File: src/rtl/cdrb_pkg.sv
// ============================================================================
// cdrb_pkg: shared definitions for the coprocessor DMA register block
// Item kinds, register indexes, status bit positions, controller states and
// the command bundle between the controller and the datapath.
// ============================================================================
package cdrb_pkg;

  // Default address widths of local (SP) memory and main memory.
  localparam int unsigned LocalAddrBitsDef = 12;
  localparam int unsigned MainAddrBitsDef  = 24;

  // Input beat layout: reg_addr and write_value packed into whole bytes.
  localparam int unsigned InDataW = 40;
  localparam int unsigned InUserW = 2;

  // Fixed output fields apart from the two address fields.
  localparam int unsigned FixedOutBits = 59;

  // Length word: fields that survive a length write.
  localparam logic [31:0] LEN_MASK = 32'hFF8F_FFF8;

  // Status bits driven by the DMA engine.
  localparam int unsigned STATUS_BUSY_BIT = 2;
  localparam int unsigned STATUS_FULL_BIT = 3;
  localparam int unsigned StatusW         = 15;

  // Item kinds carried in tuser.
  typedef enum logic [1:0] {
    KIND_WRITE   = 2'd0,
    KIND_READ    = 2'd1,
    KIND_ADVANCE = 2'd2
  } kind_e;

  // Register word indexes within the window.
  typedef enum logic [2:0] {
    REG_SP_ADDR   = 3'd0,
    REG_RAM_ADDR  = 3'd1,
    REG_RD_LEN    = 3'd2,
    REG_WR_LEN    = 3'd3,
    REG_STATUS    = 3'd4,
    REG_DMA_FULL  = 3'd5,
    REG_DMA_BUSY  = 3'd6,
    REG_SEMAPHORE = 3'd7
  } reg_idx_e;

  // Interrupt change requests.
  typedef enum logic [1:0] {
    INTR_NONE  = 2'd0,
    INTR_RAISE = 2'd1,
    INTR_CLEAR = 2'd2
  } intr_e;

  // Controller sequence for one item.
  typedef enum logic [2:0] {
    ST_IDLE,
    ST_EXEC,
    ST_MUL,
    ST_SCALE,
    ST_OUT
  } ctrl_state_e;

  // Commands from the controller to the datapath.
  typedef struct packed {
    logic capture;
    logic execute;
    logic multiply;
    logic scale;
  } ctrl_cmd_t;

endpackage

File: src/rtl/cdrb_ctrl.sv
// ============================================================================
// cdrb_ctrl: item sequencer
// Accepts one input beat, steps the datapath through execute, multiply and
// scale, then presents the result beat until it is taken.
// ============================================================================
module cdrb_ctrl (
  input  logic               clk_i,
  input  logic               rst_ni,
  input  logic               in_valid_i,
  output logic               in_ready_o,
  output logic               out_valid_o,
  input  logic               out_ready_i,
  output cdrb_pkg::ctrl_cmd_t cmd_o
);
  import cdrb_pkg::*;

  ctrl_state_e state_q, state_d;

  // State register.
  always_ff @(posedge clk_i or negedge rst_ni) begin
    if (!rst_ni) begin
      state_q <= ST_IDLE;
    end else begin
      state_q <= state_d;
    end
  end

  // Next state.
  always_comb begin
    state_d = state_q;
    unique case (state_q)
      ST_IDLE: begin
        if (in_valid_i) state_d = ST_EXEC;
      end
      ST_EXEC:  state_d = ST_MUL;
      ST_MUL:   state_d = ST_SCALE;
      ST_SCALE: state_d = ST_OUT;
      ST_OUT: begin
        if (out_ready_i) state_d = ST_IDLE;
      end
      default:  state_d = ST_IDLE;
    endcase
  end

  // Outputs and datapath commands.
  always_comb begin
    in_ready_o     = (state_q == ST_IDLE);
    out_valid_o    = (state_q == ST_OUT);
    cmd_o.capture  = (state_q == ST_IDLE) && in_valid_i;
    cmd_o.execute  = (state_q == ST_EXEC);
    cmd_o.multiply = (state_q == ST_MUL);
    cmd_o.scale    = (state_q == ST_SCALE);
  end

  // An accepted beat always comes out as a result after the full sequence.
  a_accept_to_result: assert property (@(posedge clk_i) disable iff (!rst_ni)
    (in_valid_i && in_ready_o) |-> ##4 out_valid_o)
    else $error("accepted beat did not reach the output stage");

endmodule

File: src/rtl/cdrb_datapath.sv
// ============================================================================
// cdrb_datapath: register file and strided DMA engine
// Holds the mirrored registers, the staged and active transfer and the beat
// cursors, and forms one result per item under controller commands.
// ============================================================================
module cdrb_datapath #(
  parameter int unsigned LOCAL_ADDR_BITS = cdrb_pkg::LocalAddrBitsDef,
  parameter int unsigned MAIN_ADDR_BITS  = cdrb_pkg::MainAddrBitsDef
) (
  input  logic                       clk_i,
  input  logic                       rst_ni,
  input  cdrb_pkg::ctrl_cmd_t        cmd_i,
  input  logic [1:0]                 in_kind_i,
  input  logic [4:0]                 in_reg_addr_i,
  input  logic [31:0]                in_write_value_i,
  output logic [31:0]                read_data_o,
  output logic                       beat_valid_o,
  output logic                       beat_to_main_o,
  output logic                       beat_instr_bank_o,
  output logic [MAIN_ADDR_BITS-1:0]  beat_main_addr_o,
  output logic [LOCAL_ADDR_BITS-1:0] beat_local_addr_o,
  output logic                       dma_started_o,
  output logic [18:0]                dma_cycles_o,
  output logic                       dma_finished_o,
  output logic                       task_start_req_o,
  output logic [1:0]                 intr_change_o
);
  import cdrb_pkg::*;

  localparam int unsigned LW  = LOCAL_ADDR_BITS;
  localparam int unsigned LW1 = LOCAL_ADDR_BITS + 1;
  localparam int unsigned MW  = MAIN_ADDR_BITS;

  // Set wins over keep, clear wins over keep, both together keep.
  function automatic logic set_clr(input logic cur, input logic s, input logic c);
    set_clr = (s ^ c) ? s : cur;
  endfunction

  // Captured input beat.
  logic [1:0]  kind_q;
  logic [4:0]  reg_addr_q;
  logic [31:0] value_q;

  // Architectural state.
  logic [StatusW-1:0] status_q, status_d;
  logic               full_q, full_d;
  logic               busy_q, busy_d;
  logic               sem_q, sem_d;
  logic [LW1-1:0]     act_local_q, act_local_d;
  logic [MW-1:0]      act_main_q, act_main_d;
  logic [31:0]        rd_len_q, rd_len_d;
  logic [31:0]        wr_len_q, wr_len_d;
  logic [LW1-1:0]     stg_local_q, stg_local_d;
  logic [MW-1:0]      stg_main_q, stg_main_d;
  logic [31:0]        stg_len_q, stg_len_d;
  logic               stg_to_main_q, stg_to_main_d;
  logic               act_to_main_q, act_to_main_d;
  logic signed [12:0] beat_rem_q, beat_rem_d;
  logic [11:0]        row_len_q, row_len_d;
  logic [8:0]         rows_left_q, rows_left_d;
  logic [11:0]        row_skip_q, row_skip_d;
  logic [MW-1:0]      cur_main_q, cur_main_d;
  logic [LW-1:0]      cur_local_q, cur_local_d;

  // Result registers.
  logic [31:0]   read_data_q, read_data_d;
  logic          beat_valid_q, beat_valid_d;
  logic          beat_to_main_q, beat_to_main_d;
  logic          beat_bank_q, beat_bank_d;
  logic [MW-1:0] beat_main_q, beat_main_d;
  logic [LW-1:0] beat_local_q, beat_local_d;
  logic          started_q, started_d;
  logic          finished_q, finished_d;
  logic          task_q, task_d;
  logic [1:0]    intr_q, intr_d;
  logic [20:0]   prod_q;
  logic [18:0]   cycles_q;

  // Helpers.
  logic [2:0]         idx;
  logic [31:0]        act_local_ext;
  logic signed [12:0] beat_rem_dec;
  logic [11:0]        launch_len;
  logic [8:0]         launch_cnt;
  logic [17:0]        prod_div8;
  logic               do_load;
  logic               do_finish;

  assign idx           = reg_addr_q[4:2];
  assign act_local_ext = 32'(act_local_q);
  assign beat_rem_dec  = beat_rem_q - 13'sd8;

  // Row length and row count of the staged length word.
  assign launch_len = stg_len_q[11:0] | 12'h007;
  assign launch_cnt = {1'b0, stg_len_q[19:12]} + 9'd1;
  assign prod_div8  = prod_q[20:3];

  // Execution of one item.
  always_comb begin
    status_d      = status_q;
    full_d        = full_q;
    busy_d        = busy_q;
    sem_d         = sem_q;
    act_local_d   = act_local_q;
    act_main_d    = act_main_q;
    rd_len_d      = rd_len_q;
    wr_len_d      = wr_len_q;
    stg_local_d   = stg_local_q;
    stg_main_d    = stg_main_q;
    stg_len_d     = stg_len_q;
    stg_to_main_d = stg_to_main_q;
    act_to_main_d = act_to_main_q;
    beat_rem_d    = beat_rem_q;
    row_len_d     = row_len_q;
    rows_left_d   = rows_left_q;
    row_skip_d    = row_skip_q;
    cur_main_d    = cur_main_q;
    cur_local_d   = cur_local_q;

    read_data_d    = '0;
    beat_valid_d   = 1'b0;
    beat_to_main_d = 1'b0;
    beat_bank_d    = 1'b0;
    beat_main_d    = '0;
    beat_local_d   = '0;
    started_d      = 1'b0;
    finished_d     = 1'b0;
    task_d         = 1'b0;
    intr_d         = INTR_NONE;
    do_load        = 1'b0;
    do_finish      = 1'b0;

    unique case (kind_e'(kind_q))
      KIND_WRITE: begin
        unique case (reg_idx_e'(idx))
          REG_SP_ADDR:  stg_local_d = value_q[LW1-1:0] & ~LW1'(7);
          REG_RAM_ADDR: stg_main_d  = value_q[MW-1:0] & ~MW'(7);
          REG_RD_LEN, REG_WR_LEN: begin
            if (!full_q) begin
              stg_len_d     = value_q & LEN_MASK;
              stg_to_main_d = (reg_idx_e'(idx) == REG_WR_LEN);
              if (busy_q) begin
                full_d                   = 1'b1;
                status_d[STATUS_FULL_BIT] = 1'b1;
              end
            end
            if (!busy_q) do_load = 1'b1;
          end
          REG_STATUS: begin
            if (value_q[0]) task_d = 1'b1;
            for (int i = 0; i < 8; i++) begin
              status_d[7+i] = set_clr(status_q[7+i], value_q[10+2*i], value_q[9+2*i]);
            end
            status_d[6] = set_clr(status_q[6], value_q[8], value_q[7]);
            status_d[5] = set_clr(status_q[5], value_q[6], value_q[5]);
            if (value_q[3]) begin
              intr_d = INTR_CLEAR;
            end else if (value_q[4]) begin
              intr_d = INTR_RAISE;
            end
            if (value_q[2]) status_d[1] = 1'b0;
            status_d[0] = set_clr(status_q[0], value_q[1], value_q[0]);
          end
          REG_SEMAPHORE: sem_d = value_q[0];
          default: ;
        endcase
      end
      KIND_READ: begin
        unique case (reg_idx_e'(idx))
          REG_SP_ADDR:  read_data_d = act_local_ext;
          REG_RAM_ADDR: read_data_d = 32'(act_main_q);
          REG_RD_LEN:   read_data_d = rd_len_q;
          REG_WR_LEN:   read_data_d = wr_len_q;
          REG_STATUS:   read_data_d = 32'(status_q);
          REG_DMA_FULL: read_data_d = 32'(full_q);
          REG_DMA_BUSY: read_data_d = 32'(busy_q);
          default:      read_data_d = 32'(sem_q);
        endcase
      end
      KIND_ADVANCE: begin
        if (busy_q) begin
          if (rows_left_q == 9'd0) begin
            do_finish = 1'b1;
          end else begin
            // One beat at the current cursors.
            beat_valid_d   = 1'b1;
            beat_to_main_d = act_to_main_q;
            beat_bank_d    = act_local_ext[12];
            beat_main_d    = cur_main_q;
            beat_local_d   = cur_local_q;
            beat_rem_d     = beat_rem_dec;
            cur_main_d     = cur_main_q + MW'(8);
            cur_local_d    = cur_local_q + LW'(8);
            rd_len_d       = {row_skip_q, 20'd0} | {11'd0, rows_left_q, 12'd0}
                             | {20'd0, beat_rem_dec[11:3], 3'd0};
            wr_len_d       = rd_len_d;
            // End of a row: step to the next one past the skip.
            if (beat_rem_dec[12]) begin
              rows_left_d = rows_left_q - 9'd1;
              beat_rem_d  = $signed({1'b0, row_len_q});
              cur_main_d  = cur_main_q + MW'(8) + MW'(row_skip_q);
              if (rows_left_d == 9'd0) do_finish = 1'b1;
            end
          end
        end
      end
      default: ;
    endcase

    // Completion: launch the queued transfer or go idle.
    if (do_finish) begin
      finished_d = 1'b1;
      if (full_q) begin
        do_load                   = 1'b1;
        full_d                    = 1'b0;
        status_d[STATUS_FULL_BIT] = 1'b0;
      end else begin
        busy_d                    = 1'b0;
        status_d[STATUS_BUSY_BIT] = 1'b0;
      end
    end

    // Launch from the staged registers.
    if (do_load) begin
      act_local_d               = stg_local_d;
      act_main_d                = stg_main_d;
      rd_len_d                  = stg_len_d;
      wr_len_d                  = stg_len_d;
      act_to_main_d             = stg_to_main_d;
      busy_d                    = 1'b1;
      status_d[STATUS_BUSY_BIT] = 1'b1;
      cur_main_d                = stg_main_d;
      cur_local_d               = stg_local_d[LW-1:0];
      row_len_d                 = stg_len_d[11:0] | 12'h007;
      beat_rem_d                = $signed({1'b0, row_len_d});
      rows_left_d               = {1'b0, stg_len_d[19:12]} + 9'd1;
      row_skip_d                = {stg_len_d[31:23], 3'd0};
      started_d                 = 1'b1;
    end
  end

  // Architectural state, updated once per item.
  always_ff @(posedge clk_i or negedge rst_ni) begin
    if (!rst_ni) begin
      status_q      <= '0;
      full_q        <= 1'b0;
      busy_q        <= 1'b0;
      sem_q         <= 1'b0;
      act_local_q   <= '0;
      act_main_q    <= '0;
      rd_len_q      <= '0;
      wr_len_q      <= '0;
      stg_local_q   <= '0;
      stg_main_q    <= '0;
      stg_len_q     <= '0;
      stg_to_main_q <= 1'b0;
      act_to_main_q <= 1'b0;
      beat_rem_q    <= '0;
      row_len_q     <= '0;
      rows_left_q   <= '0;
      row_skip_q    <= '0;
      cur_main_q    <= '0;
      cur_local_q   <= '0;
    end else if (cmd_i.execute) begin
      status_q      <= status_d;
      full_q        <= full_d;
      busy_q        <= busy_d;
      sem_q         <= sem_d;
      act_local_q   <= act_local_d;
      act_main_q    <= act_main_d;
      rd_len_q      <= rd_len_d;
      wr_len_q      <= wr_len_d;
      stg_local_q   <= stg_local_d;
      stg_main_q    <= stg_main_d;
      stg_len_q     <= stg_len_d;
      stg_to_main_q <= stg_to_main_d;
      act_to_main_q <= act_to_main_d;
      beat_rem_q    <= beat_rem_d;
      row_len_q     <= row_len_d;
      rows_left_q   <= rows_left_d;
      row_skip_q    <= row_skip_d;
      cur_main_q    <= cur_main_d;
      cur_local_q   <= cur_local_d;
    end
  end

  // Input capture, result registers and the launch duration pipeline.
  always_ff @(posedge clk_i) begin
    if (cmd_i.capture) begin
      kind_q     <= in_kind_i;
      reg_addr_q <= in_reg_addr_i;
      value_q    <= in_write_value_i;
    end
    if (cmd_i.execute) begin
      read_data_q    <= read_data_d;
      beat_valid_q   <= beat_valid_d;
      beat_to_main_q <= beat_to_main_d;
      beat_bank_q    <= beat_bank_d;
      beat_main_q    <= beat_main_d;
      beat_local_q   <= beat_local_d;
      started_q      <= started_d;
      finished_q     <= finished_d;
      task_q         <= task_d;
      intr_q         <= intr_d;
    end
    // Row length times row count of the transfer just launched.
    if (cmd_i.multiply) begin
      prod_q <= launch_len * launch_cnt;
    end
    // Divide by eight, times three, by shift and add.
    if (cmd_i.scale) begin
      cycles_q <= started_q ? 19'(prod_div8) + {prod_div8, 1'b0} : 19'd0;
    end
  end

  assign read_data_o       = read_data_q;
  assign beat_valid_o      = beat_valid_q;
  assign beat_to_main_o    = beat_to_main_q;
  assign beat_instr_bank_o = beat_bank_q;
  assign beat_main_addr_o  = beat_main_q;
  assign beat_local_addr_o = beat_local_q;
  assign dma_started_o     = started_q;
  assign dma_cycles_o      = cycles_q;
  assign dma_finished_o    = finished_q;
  assign task_start_req_o  = task_q;
  assign intr_change_o     = intr_q;

  // A queued transfer exists only behind a running one.
  a_full_needs_busy: assert property (@(posedge clk_i) disable iff (!rst_ni)
    full_q |-> busy_q)
    else $error("DMA full flag set while not busy");

  // The status word mirrors the busy and full flags.
  a_status_mirror: assert property (@(posedge clk_i) disable iff (!rst_ni)
    (status_q[STATUS_BUSY_BIT] == busy_q) && (status_q[STATUS_FULL_BIT] == full_q))
    else $error("status busy/full bits out of step with the flags");

  // A running transfer always has at least one row to move.
  a_busy_has_rows: assert property (@(posedge clk_i) disable iff (!rst_ni)
    busy_q |-> (rows_left_q != 9'd0))
    else $error("busy transfer with no rows left");

endmodule

File: src/rtl/coprocessor_dma_register_block_unit.sv
// ============================================================================
// coprocessor_dma_register_block_unit: coprocessor registers with strided DMA
// Stream wrapper around the item sequencer and the register/DMA datapath.
// ============================================================================
// Each input beat is one register write, one register read or one DMA beat
// advance, and gives exactly one result beat. The block handles one item at
// a time: after accepting a beat it steps through execute, launch-duration
// multiply and scale, then presents the result beat until m_axis_tready
// takes it, and only after that takes the next input beat. The multiply of
// row length by row count and its scaling to a cycle estimate are the two
// registered steps that follow execute; all register and cursor updates
// happen in the single execute cycle.
module coprocessor_dma_register_block_unit #(
  parameter int unsigned LOCAL_ADDR_BITS = cdrb_pkg::LocalAddrBitsDef,
  parameter int unsigned MAIN_ADDR_BITS  = cdrb_pkg::MainAddrBitsDef,
  localparam int unsigned OutBits = cdrb_pkg::FixedOutBits + LOCAL_ADDR_BITS
                                    + MAIN_ADDR_BITS,
  localparam int unsigned OutW    = ((OutBits + 7) / 8) * 8
) (
  input  logic                          clk_i,
  input  logic                          rst_ni,
  input  logic                          s_axis_tvalid,
  output logic                          s_axis_tready,
  // reg_addr[4:0], write_value[36:5], zero fill
  input  logic [cdrb_pkg::InDataW-1:0]  s_axis_tdata,
  // kind[1:0]
  input  logic [cdrb_pkg::InUserW-1:0]  s_axis_tuser,
  output logic                          m_axis_tvalid,
  input  logic                          m_axis_tready,
  // read_data[31:0], beat_valid, beat_to_main, beat_instr_bank,
  // beat_main_addr, beat_local_addr, dma_started, dma_cycles[18:0],
  // dma_finished, task_start_req, intr_change[1:0], zero fill
  output logic [OutW-1:0]               m_axis_tdata
);
  import cdrb_pkg::*;

  ctrl_cmd_t cmd;

  logic [31:0]                read_data;
  logic                       beat_valid;
  logic                       beat_to_main;
  logic                       beat_instr_bank;
  logic [MAIN_ADDR_BITS-1:0]  beat_main_addr;
  logic [LOCAL_ADDR_BITS-1:0] beat_local_addr;
  logic                       dma_started;
  logic [18:0]                dma_cycles;
  logic                       dma_finished;
  logic                       task_start_req;
  logic [1:0]                 intr_change;

  // Item sequencer.
  cdrb_ctrl u_ctrl (
    .clk_i       (clk_i),
    .rst_ni      (rst_ni),
    .in_valid_i  (s_axis_tvalid),
    .in_ready_o  (s_axis_tready),
    .out_valid_o (m_axis_tvalid),
    .out_ready_i (m_axis_tready),
    .cmd_o       (cmd)
  );

  // Registers and DMA engine.
  cdrb_datapath #(
    .LOCAL_ADDR_BITS (LOCAL_ADDR_BITS),
    .MAIN_ADDR_BITS  (MAIN_ADDR_BITS)
  ) u_datapath (
    .clk_i             (clk_i),
    .rst_ni            (rst_ni),
    .cmd_i             (cmd),
    .in_kind_i         (s_axis_tuser[1:0]),
    .in_reg_addr_i     (s_axis_tdata[4:0]),
    .in_write_value_i  (s_axis_tdata[36:5]),
    .read_data_o       (read_data),
    .beat_valid_o      (beat_valid),
    .beat_to_main_o    (beat_to_main),
    .beat_instr_bank_o (beat_instr_bank),
    .beat_main_addr_o  (beat_main_addr),
    .beat_local_addr_o (beat_local_addr),
    .dma_started_o     (dma_started),
    .dma_cycles_o      (dma_cycles),
    .dma_finished_o    (dma_finished),
    .task_start_req_o  (task_start_req),
    .intr_change_o     (intr_change)
  );

  // Pack the result beat, first field in the lowest bits.
  assign m_axis_tdata = OutW'({intr_change, task_start_req, dma_finished, dma_cycles,
                               dma_started, beat_local_addr, beat_main_addr,
                               beat_instr_bank, beat_to_main, beat_valid, read_data});

endmodule

File: config.mk
export PLATFORM = sky130hd
export DESIGN_NAME = coprocessor_dma_register_block_unit
export DESIGN_NICKNAME = d
export VERILOG_FILES = /design/src/rtl/cdrb_pkg.sv /design/src/rtl/cdrb_ctrl.sv /design/src/rtl/cdrb_datapath.sv /design/src/rtl/coprocessor_dma_register_block_unit.sv
export SDC_FILE = /design/constraint.sdc
export NUM_CORES = 1
export LEC_CHECK = 0
export ABC_AREA = 1
export BUFFER_PORTS_ARGS = -buffer_cell sky130_fd_sc_hd__buf_2
export CORE_MARGIN = 4
export CORE_UTILIZATION = 59
export DETAILED_ROUTE_END_ITERATION = 12
export PLACE_DENSITY = 0.78
export SLEW_MARGIN = 25
export SYNTH_ARGS = -nofsm -noshare
export SYNTH_HDL_FRONTEND = slang
export SYNTH_SLANG_ARGS = --single-unit
export TNS_END_PERCENT = 10
File: constraint.sdc
create_clock -name clk_i -period 7.3 [get_ports clk_i]
set_input_delay 1.46 -clock clk_i [delete_from_list [all_inputs] [get_ports clk_i]]
set_output_delay 1.46 -clock clk_i [all_outputs]
set_load 0.1 [all_outputs]
# After elaboration in Yosys (flattened, before gate mapping)
# Cells that the tools add are included.
classes:
  reduce_logical: 32
  bitwise_logic: 17
  mul: 1
  add_sub_neg: 8
  n_eq_ne: 17
  mux: 69
op_table:
  columns: ["op", "count"]
  rows:
  - ["two-way mux 32 bit", 7]
  - ["case mux 32 bit (6 select lines)", 1]
  - ["two-way mux 24 bit", 7]
  - ["two-way mux 13 bit", 6]
  - ["two-way mux 12 bit", 5]
  - ["AND reduction 4 bit", 12]
  - ["two-way mux 9 bit", 5]
  - ["two-way mux 1 bit", 33]
  - ["OR 32 x 12 -> 32 bit", 1]
  - ["OR 32 x 21 -> 32 bit", 1]
  - ["adder 24 x 12 -> 24 bit", 1]
  - ["adder 24 x 4 -> 24 bit (second input constant)", 1]
  - ["multiplier 12 x 9 -> 21 bit", 1]
  - ["adder 18 x 19 -> 19 bit", 1]
  - ["adder 8 x 1 -> 9 bit (second input constant)", 2]
  - ["logical NOT 9 bit", 2]
  - ["== test 3 bit (second input constant)", 5]
  - ["case mux 3 bit (5 select lines)", 1]
  - ["subtractor 13 x 5 -> 13 bit (second input constant)", 1]
  - ["adder 12 x 4 -> 12 bit (second input constant)", 1]
  - ["== test 3 x 2 -> 1 bit (second input constant)", 4]
  - ["XOR 1 bit", 11]
  - ["subtractor 9 x 1 -> 9 bit (second input constant)", 1]
  - ["AND reduction 2 bit", 4]
  - ["other kinds (16)", 30]
word_totals:
  in_bits: 46
  reg_bits: 393
  output_inout_bits: 98

# Longest topological paths before layout
logic_depth:
  depth_word: 10
  mapped_depth: 27

# Modules after synthesis
# Synthesis repeated with hierarchy kept, for this count alone.
hier_totals:
  cells_unflattened: 2593
  area_unflattened_um2: 21753.4
by_module_without_submodules:
  columns: ["module", "area_each_um2", "cells_per_inst", "seq_area_each_um2", "n_inst"]
  rows:
  - ["cdrb_datapath", 21514.4, 2561, 10154.7, 1]
  - ["cdrb_ctrl", 182.7, 24, 75.1, 1]
  - ["coprocessor_dma_register_block_unit", 56.3, 8, 0.0, 1]

# Worst setup path after synthesis
# Ideal clock, no wire load.
synth_timing:
  kind: "register -> register"
  start: "reg u_datapath.stg_len_q[13]"
  end: "reg u_datapath.prod_q[18] (data pin)"
  n_path_buf: 0
  path_stages_with_launch: 26
  setup_time_ns: 0.252
  arrival_time_ns: 5.248
  t_required_ns: 7.048
  slack_ns: 1.800
  period_less_slack_ns: 5.500
  path_cell_list: "dfrtp_1 > ha_1 > nand2_1 > inv_1 > nand3_1 > nor3_1 > inv_1 > nor2_1 > clkinv_1 > fa_1 > inv_1 > fa_1 > fa_1 > inv_1 > fa_1 > inv_1 > ha_1 > inv_1 > o21ai_0 > a21oi_1 > o21ai_0 > a21boi_0 > o21ai_0 > nand3_1 > nand3_1 > nand2_1"
synth_via:
  elab_chain_len: 2
synth_lines:
  columns: ["item", "line", "source"]
  rows:
  - ["from (decl)", "cdrb_datapath.sv:55", "logic [31:0] stg_len_q, stg_len_d;"]
  - ["from (signal assigned)", "cdrb_datapath.sv:275", "stg_len_q <= stg_len_d;"]
  - ["adder 8 x 1 -> 9 bit", "cdrb_datapath.sv:95", "assign launch_cnt = {1'b0, stg_len_q[19:12]} + 9'd1;"]
  - ["multiplier 12 x 9 -> 21 bit", "cdrb_datapath.sv:308", "prod_q <= launch_len * launch_cnt;"]
  - ["to (signal assigned)", "cdrb_datapath.sv:308", null]
  - ["to (decl)", "cdrb_datapath.sv:76", "logic [20:0] prod_q;"]
# Every way passes these cells.
# A chain may end at the register's enable or synchronous reset.

# Worst setup path in the final report
# Ends and elaborated chain as after synthesis.

==> reports/qor.csv <==
metric,value,unit
vias in the first global route,17300,
status,"complete, no violations",
type of origin of the critical path,flop,
WL per Instance,18.2,µm
total of max-cap violations,0,
TritonCTS clock tree,done,
register area,10200,µm²
grt ovf,0,
Placer Congestion,0.924,
main combinational cell family by area after synthesis,simple AND/OR/NAND/NOR gates,
drt pass-1 iters,5,
final critical-path setup slack,1010,ps
setup bufs post-CTS,0,
Slew @ Worst Pin,1030,ps
P per Cell Area,479,nW/µm²
GRT Overall Usage,0.287,
final setup skew,19.8,ps
worst endpoint required time,7620,ps
DIE WIDTH,200,µm
Post-Synth XOR/XNOR Area,0.0201,
GRT met3 Usage,0.0571,
Cells after Synth,2572,
RSZ-0062 raised after global routing,false,
post-synthesis mux area share,0.000459,
Slew HR,0.310,
DRC violations left,0,
CP max FO,10,
IO Port Bufs,136,
core box area,36500,µm²
Setup crit end,u_datapath.prod_q[18]$_DFFE_PN_,
H-Tree Depth,2,
die area,40100,µm²
fmax,0.159,GHz
adder-cell share of the synthesized area,0.109,
r2r setup slk,1010,ps
leakage power,11.4,nW
Synth Flop Type,dfrtp_1,
drt total wl,57.8,mm
reg2reg start,u_datapath.stg_len_q[13]$_DFFE_PN0P_,
Root Driver,clkbuf_16,
hold crit path type,flop to flop,
Fillers,3011,
row cnt,70,
Cell variety after synth,50,
Synth warnings,0,
clk slew on worst S/H paths,60,ps
Post-synth ARST share,0.607,
Routed Antenna Nets,0,
GR Util met2,0.435,
Antenna diodes,0,
total power,11.6,mW
synth top area cells,"dfrtp_1 (26%), edfxtp_1 (21%), nand2_1 (12%)",
via/cell ratio,5.67,
Synth top area share,0.264,
Mapped Avg Cell Area,8.47,µm²
crit path from,u_datapath.stg_len_q[13]$_DFFE_PN0P_,
Final Setup Violations,0,
register area share after synthesis,0.469,
period utilisation layout,0.862,
post-DP HPWL,41.1,mm
Clock Latency Late Sink,580,ps
Synth top cells by count,"nand2_1 (673), inv_1 (345), nor2_1 (259), dfrtp_1 (230), o21ai_0 (228)",
cell area after synthesis,21800,µm²
Syn-to-layout area delta,10.7,%
# clock sinks,379,
Slew Limit Fails,0,
Critical Path End Type,flop,
effective utilization at floorplan,0.597,
PostCTS Resize Cnt,0,
CP arrival,6610,ps
Syn Nets,2764,
DP Worst Slack,1080,ps
CTS Hold Buffers Added,0,
CTS buffer count,40,
most frequent cell after synthesis,nand2_1,
via count,18000,
fin nets,2868,
worst-case vdd ir drop,0.000379,V
Multi-input gate area,9730,µm²
Hold Fails Final Rpt,0,
largest net degree at the start of global routing,122,
first-pass GRT wire length,93.0,mm
FF-to-FF path depth,25,
Reg-to-Reg End,u_datapath.prod_q[18]$_DFFE_PN_,
minimum clock period,6290,ps
initial DRC count,2020,
"EDFF count, synth",149,
"Worst Path Class, Setup",flop to flop,
layout cells sized above 1,0.102,
GR Util met1,0.421,
GR peak layer,met2,
Compound-Gate Fraction of Synth Area,0.112,
initial antenna violation count,0,
Sum Neg Setup Slack,0,ps
Ports,144,
deepest clock path buffer count,3,
die height,200,µm
"area leader, netlist",dfrtp_1,
Yosys reg bits,379,
simple-gate area share of the yosys netlist,0.204,
[how the worst min path moves through the flow]
| stage | from | to | slack, ps | depth (start not counted) |
|---|---|---|---|---|
| after floorplan | u_datapath.rd_len_q[13]$_DFFE_PN0P_ | u_datapath.rd_len_q[13]$_DFFE_PN0P_ | 440 | 2 |
| after global placement | u_datapath.act_local_q[3]$_DFFE_PN0P_ | u_datapath.act_local_q[3]$_DFFE_PN0P_ | 460 | 2 |
| after detailed placement | u_datapath.act_local_q[3]$_DFFE_PN0P_ | u_datapath.act_local_q[3]$_DFFE_PN0P_ | 460 | 2 |
| after CTS | u_datapath.act_local_q[3]$_DFFE_PN0P_ | u_datapath.act_local_q[3]$_DFFE_PN0P_ | 470 | 2 |
| after global routing | u_datapath.row_len_q[3]$_DFFE_PN0P_ | u_datapath.row_len_q[3]$_DFFE_PN0P_ | 500 | 2 |
| final | u_datapath.act_local_q[3]$_DFFE_PN0P_ | u_datapath.act_local_q[3]$_DFFE_PN0P_ | 480 | 2 |
[registers in the layout, indices dropped and copies added, names as in the netlist, 12 cells and up]
name                          count
u_datapath.act_main_q            24
u_datapath.stg_local_q           13
u_datapath.status_q              12
u_datapath.read_data_o           32
u_datapath.act_local_q           13
u_datapath.value_q               31
u_datapath.stg_len_q             32
u_datapath.cur_main_q            24
u_datapath.beat_main_addr_o      24
u_datapath.beat_local_addr_o     12
u_datapath.prod_q                18
u_datapath.dma_cycles_o          19
u_datapath.rd_len_q              32
u_datapath.cur_local_q           12
u_datapath.stg_main_q            24
[per-stage QoR]
stage / util / hold slack, ps / cells / area, µm²
after global routing: 0.660 / 496 / 3176 / 24100
after CTS: 0.660 / 475 / 3175 / 24100
after global placement: 0.623 / 455 / 3101 / 22700
final: 0.660 / 478 / 3176 / 24100
after detailed placement: 0.623 / 460 / 3101 / 22700
after floorplan: - / 442 / 2572 / 21800
[critical path, stage by stage, from the launching register on]
cell,delay (ps)
dfrtp_1,450
ha_1,210
nand2_1,70
inv_1,80
nand3_1,110
nor3_1,150
inv_1,70
nor2_1,230
clkinv_1,390
fa_1,650
inv_1,50
fa_1,510
fa_1,560
inv_1,60
fa_1,530
inv_1,50
ha_1,300
inv_1,80
o21ai_0,190
a21oi_1,100
o21ai_0,390
a21boi_0,210
o21ai_0,310
nand3_1,140
nand3_1,90
nand2_1,60
[power by group]
group | internal (mW) | switching (mW) | total (mW)
registers | 3.06 | 0.423 | 3.48
logic | 1.65 | 4.31 | 5.96
clock network | 1.23 | 0.874 | 2.11
[kinds of logic after synthesis]
| kind of cell | after synthesis |
|---|---|
| buffers and inverters | 451 |
| adders and majority gates | 146 |
| xor gates and xnor gates | 50 |
| DFF | 379 |
| muxes | 1 |
| AOI/OAI and AO/OA | 444 |
| and+or+nand+nor | 1100 |
| other | 1 |
[metal layers]
layer  up-vias  part of all wire
met5         -                 0
met4         0             0.035
li1       8485                 -
met3       125             0.090
met1      8589              0.43
met2       816              0.44
[layout by cell type, fill, tap and decap left out, drive strengths merged, types with 69 or more instances in the layout]
cell	count
a21oi	69
buf	157
dfrtp	230
edfxtp	149
fa	72
ha	74
inv	354
nand2	678
nand3	72
nor2	268
o21ai	291
[area by class of cell]
cell class,instances,area share
repair buffers,157,0.0367
well taps,468,0.0243
flip-flops and latches,379,0.424
clock buffers,51,0.0449
multi-input cells,1742,0.404
clock inverters,23,0.0109
inverters,356,0.0555
(Power assumes the default switching activity.)
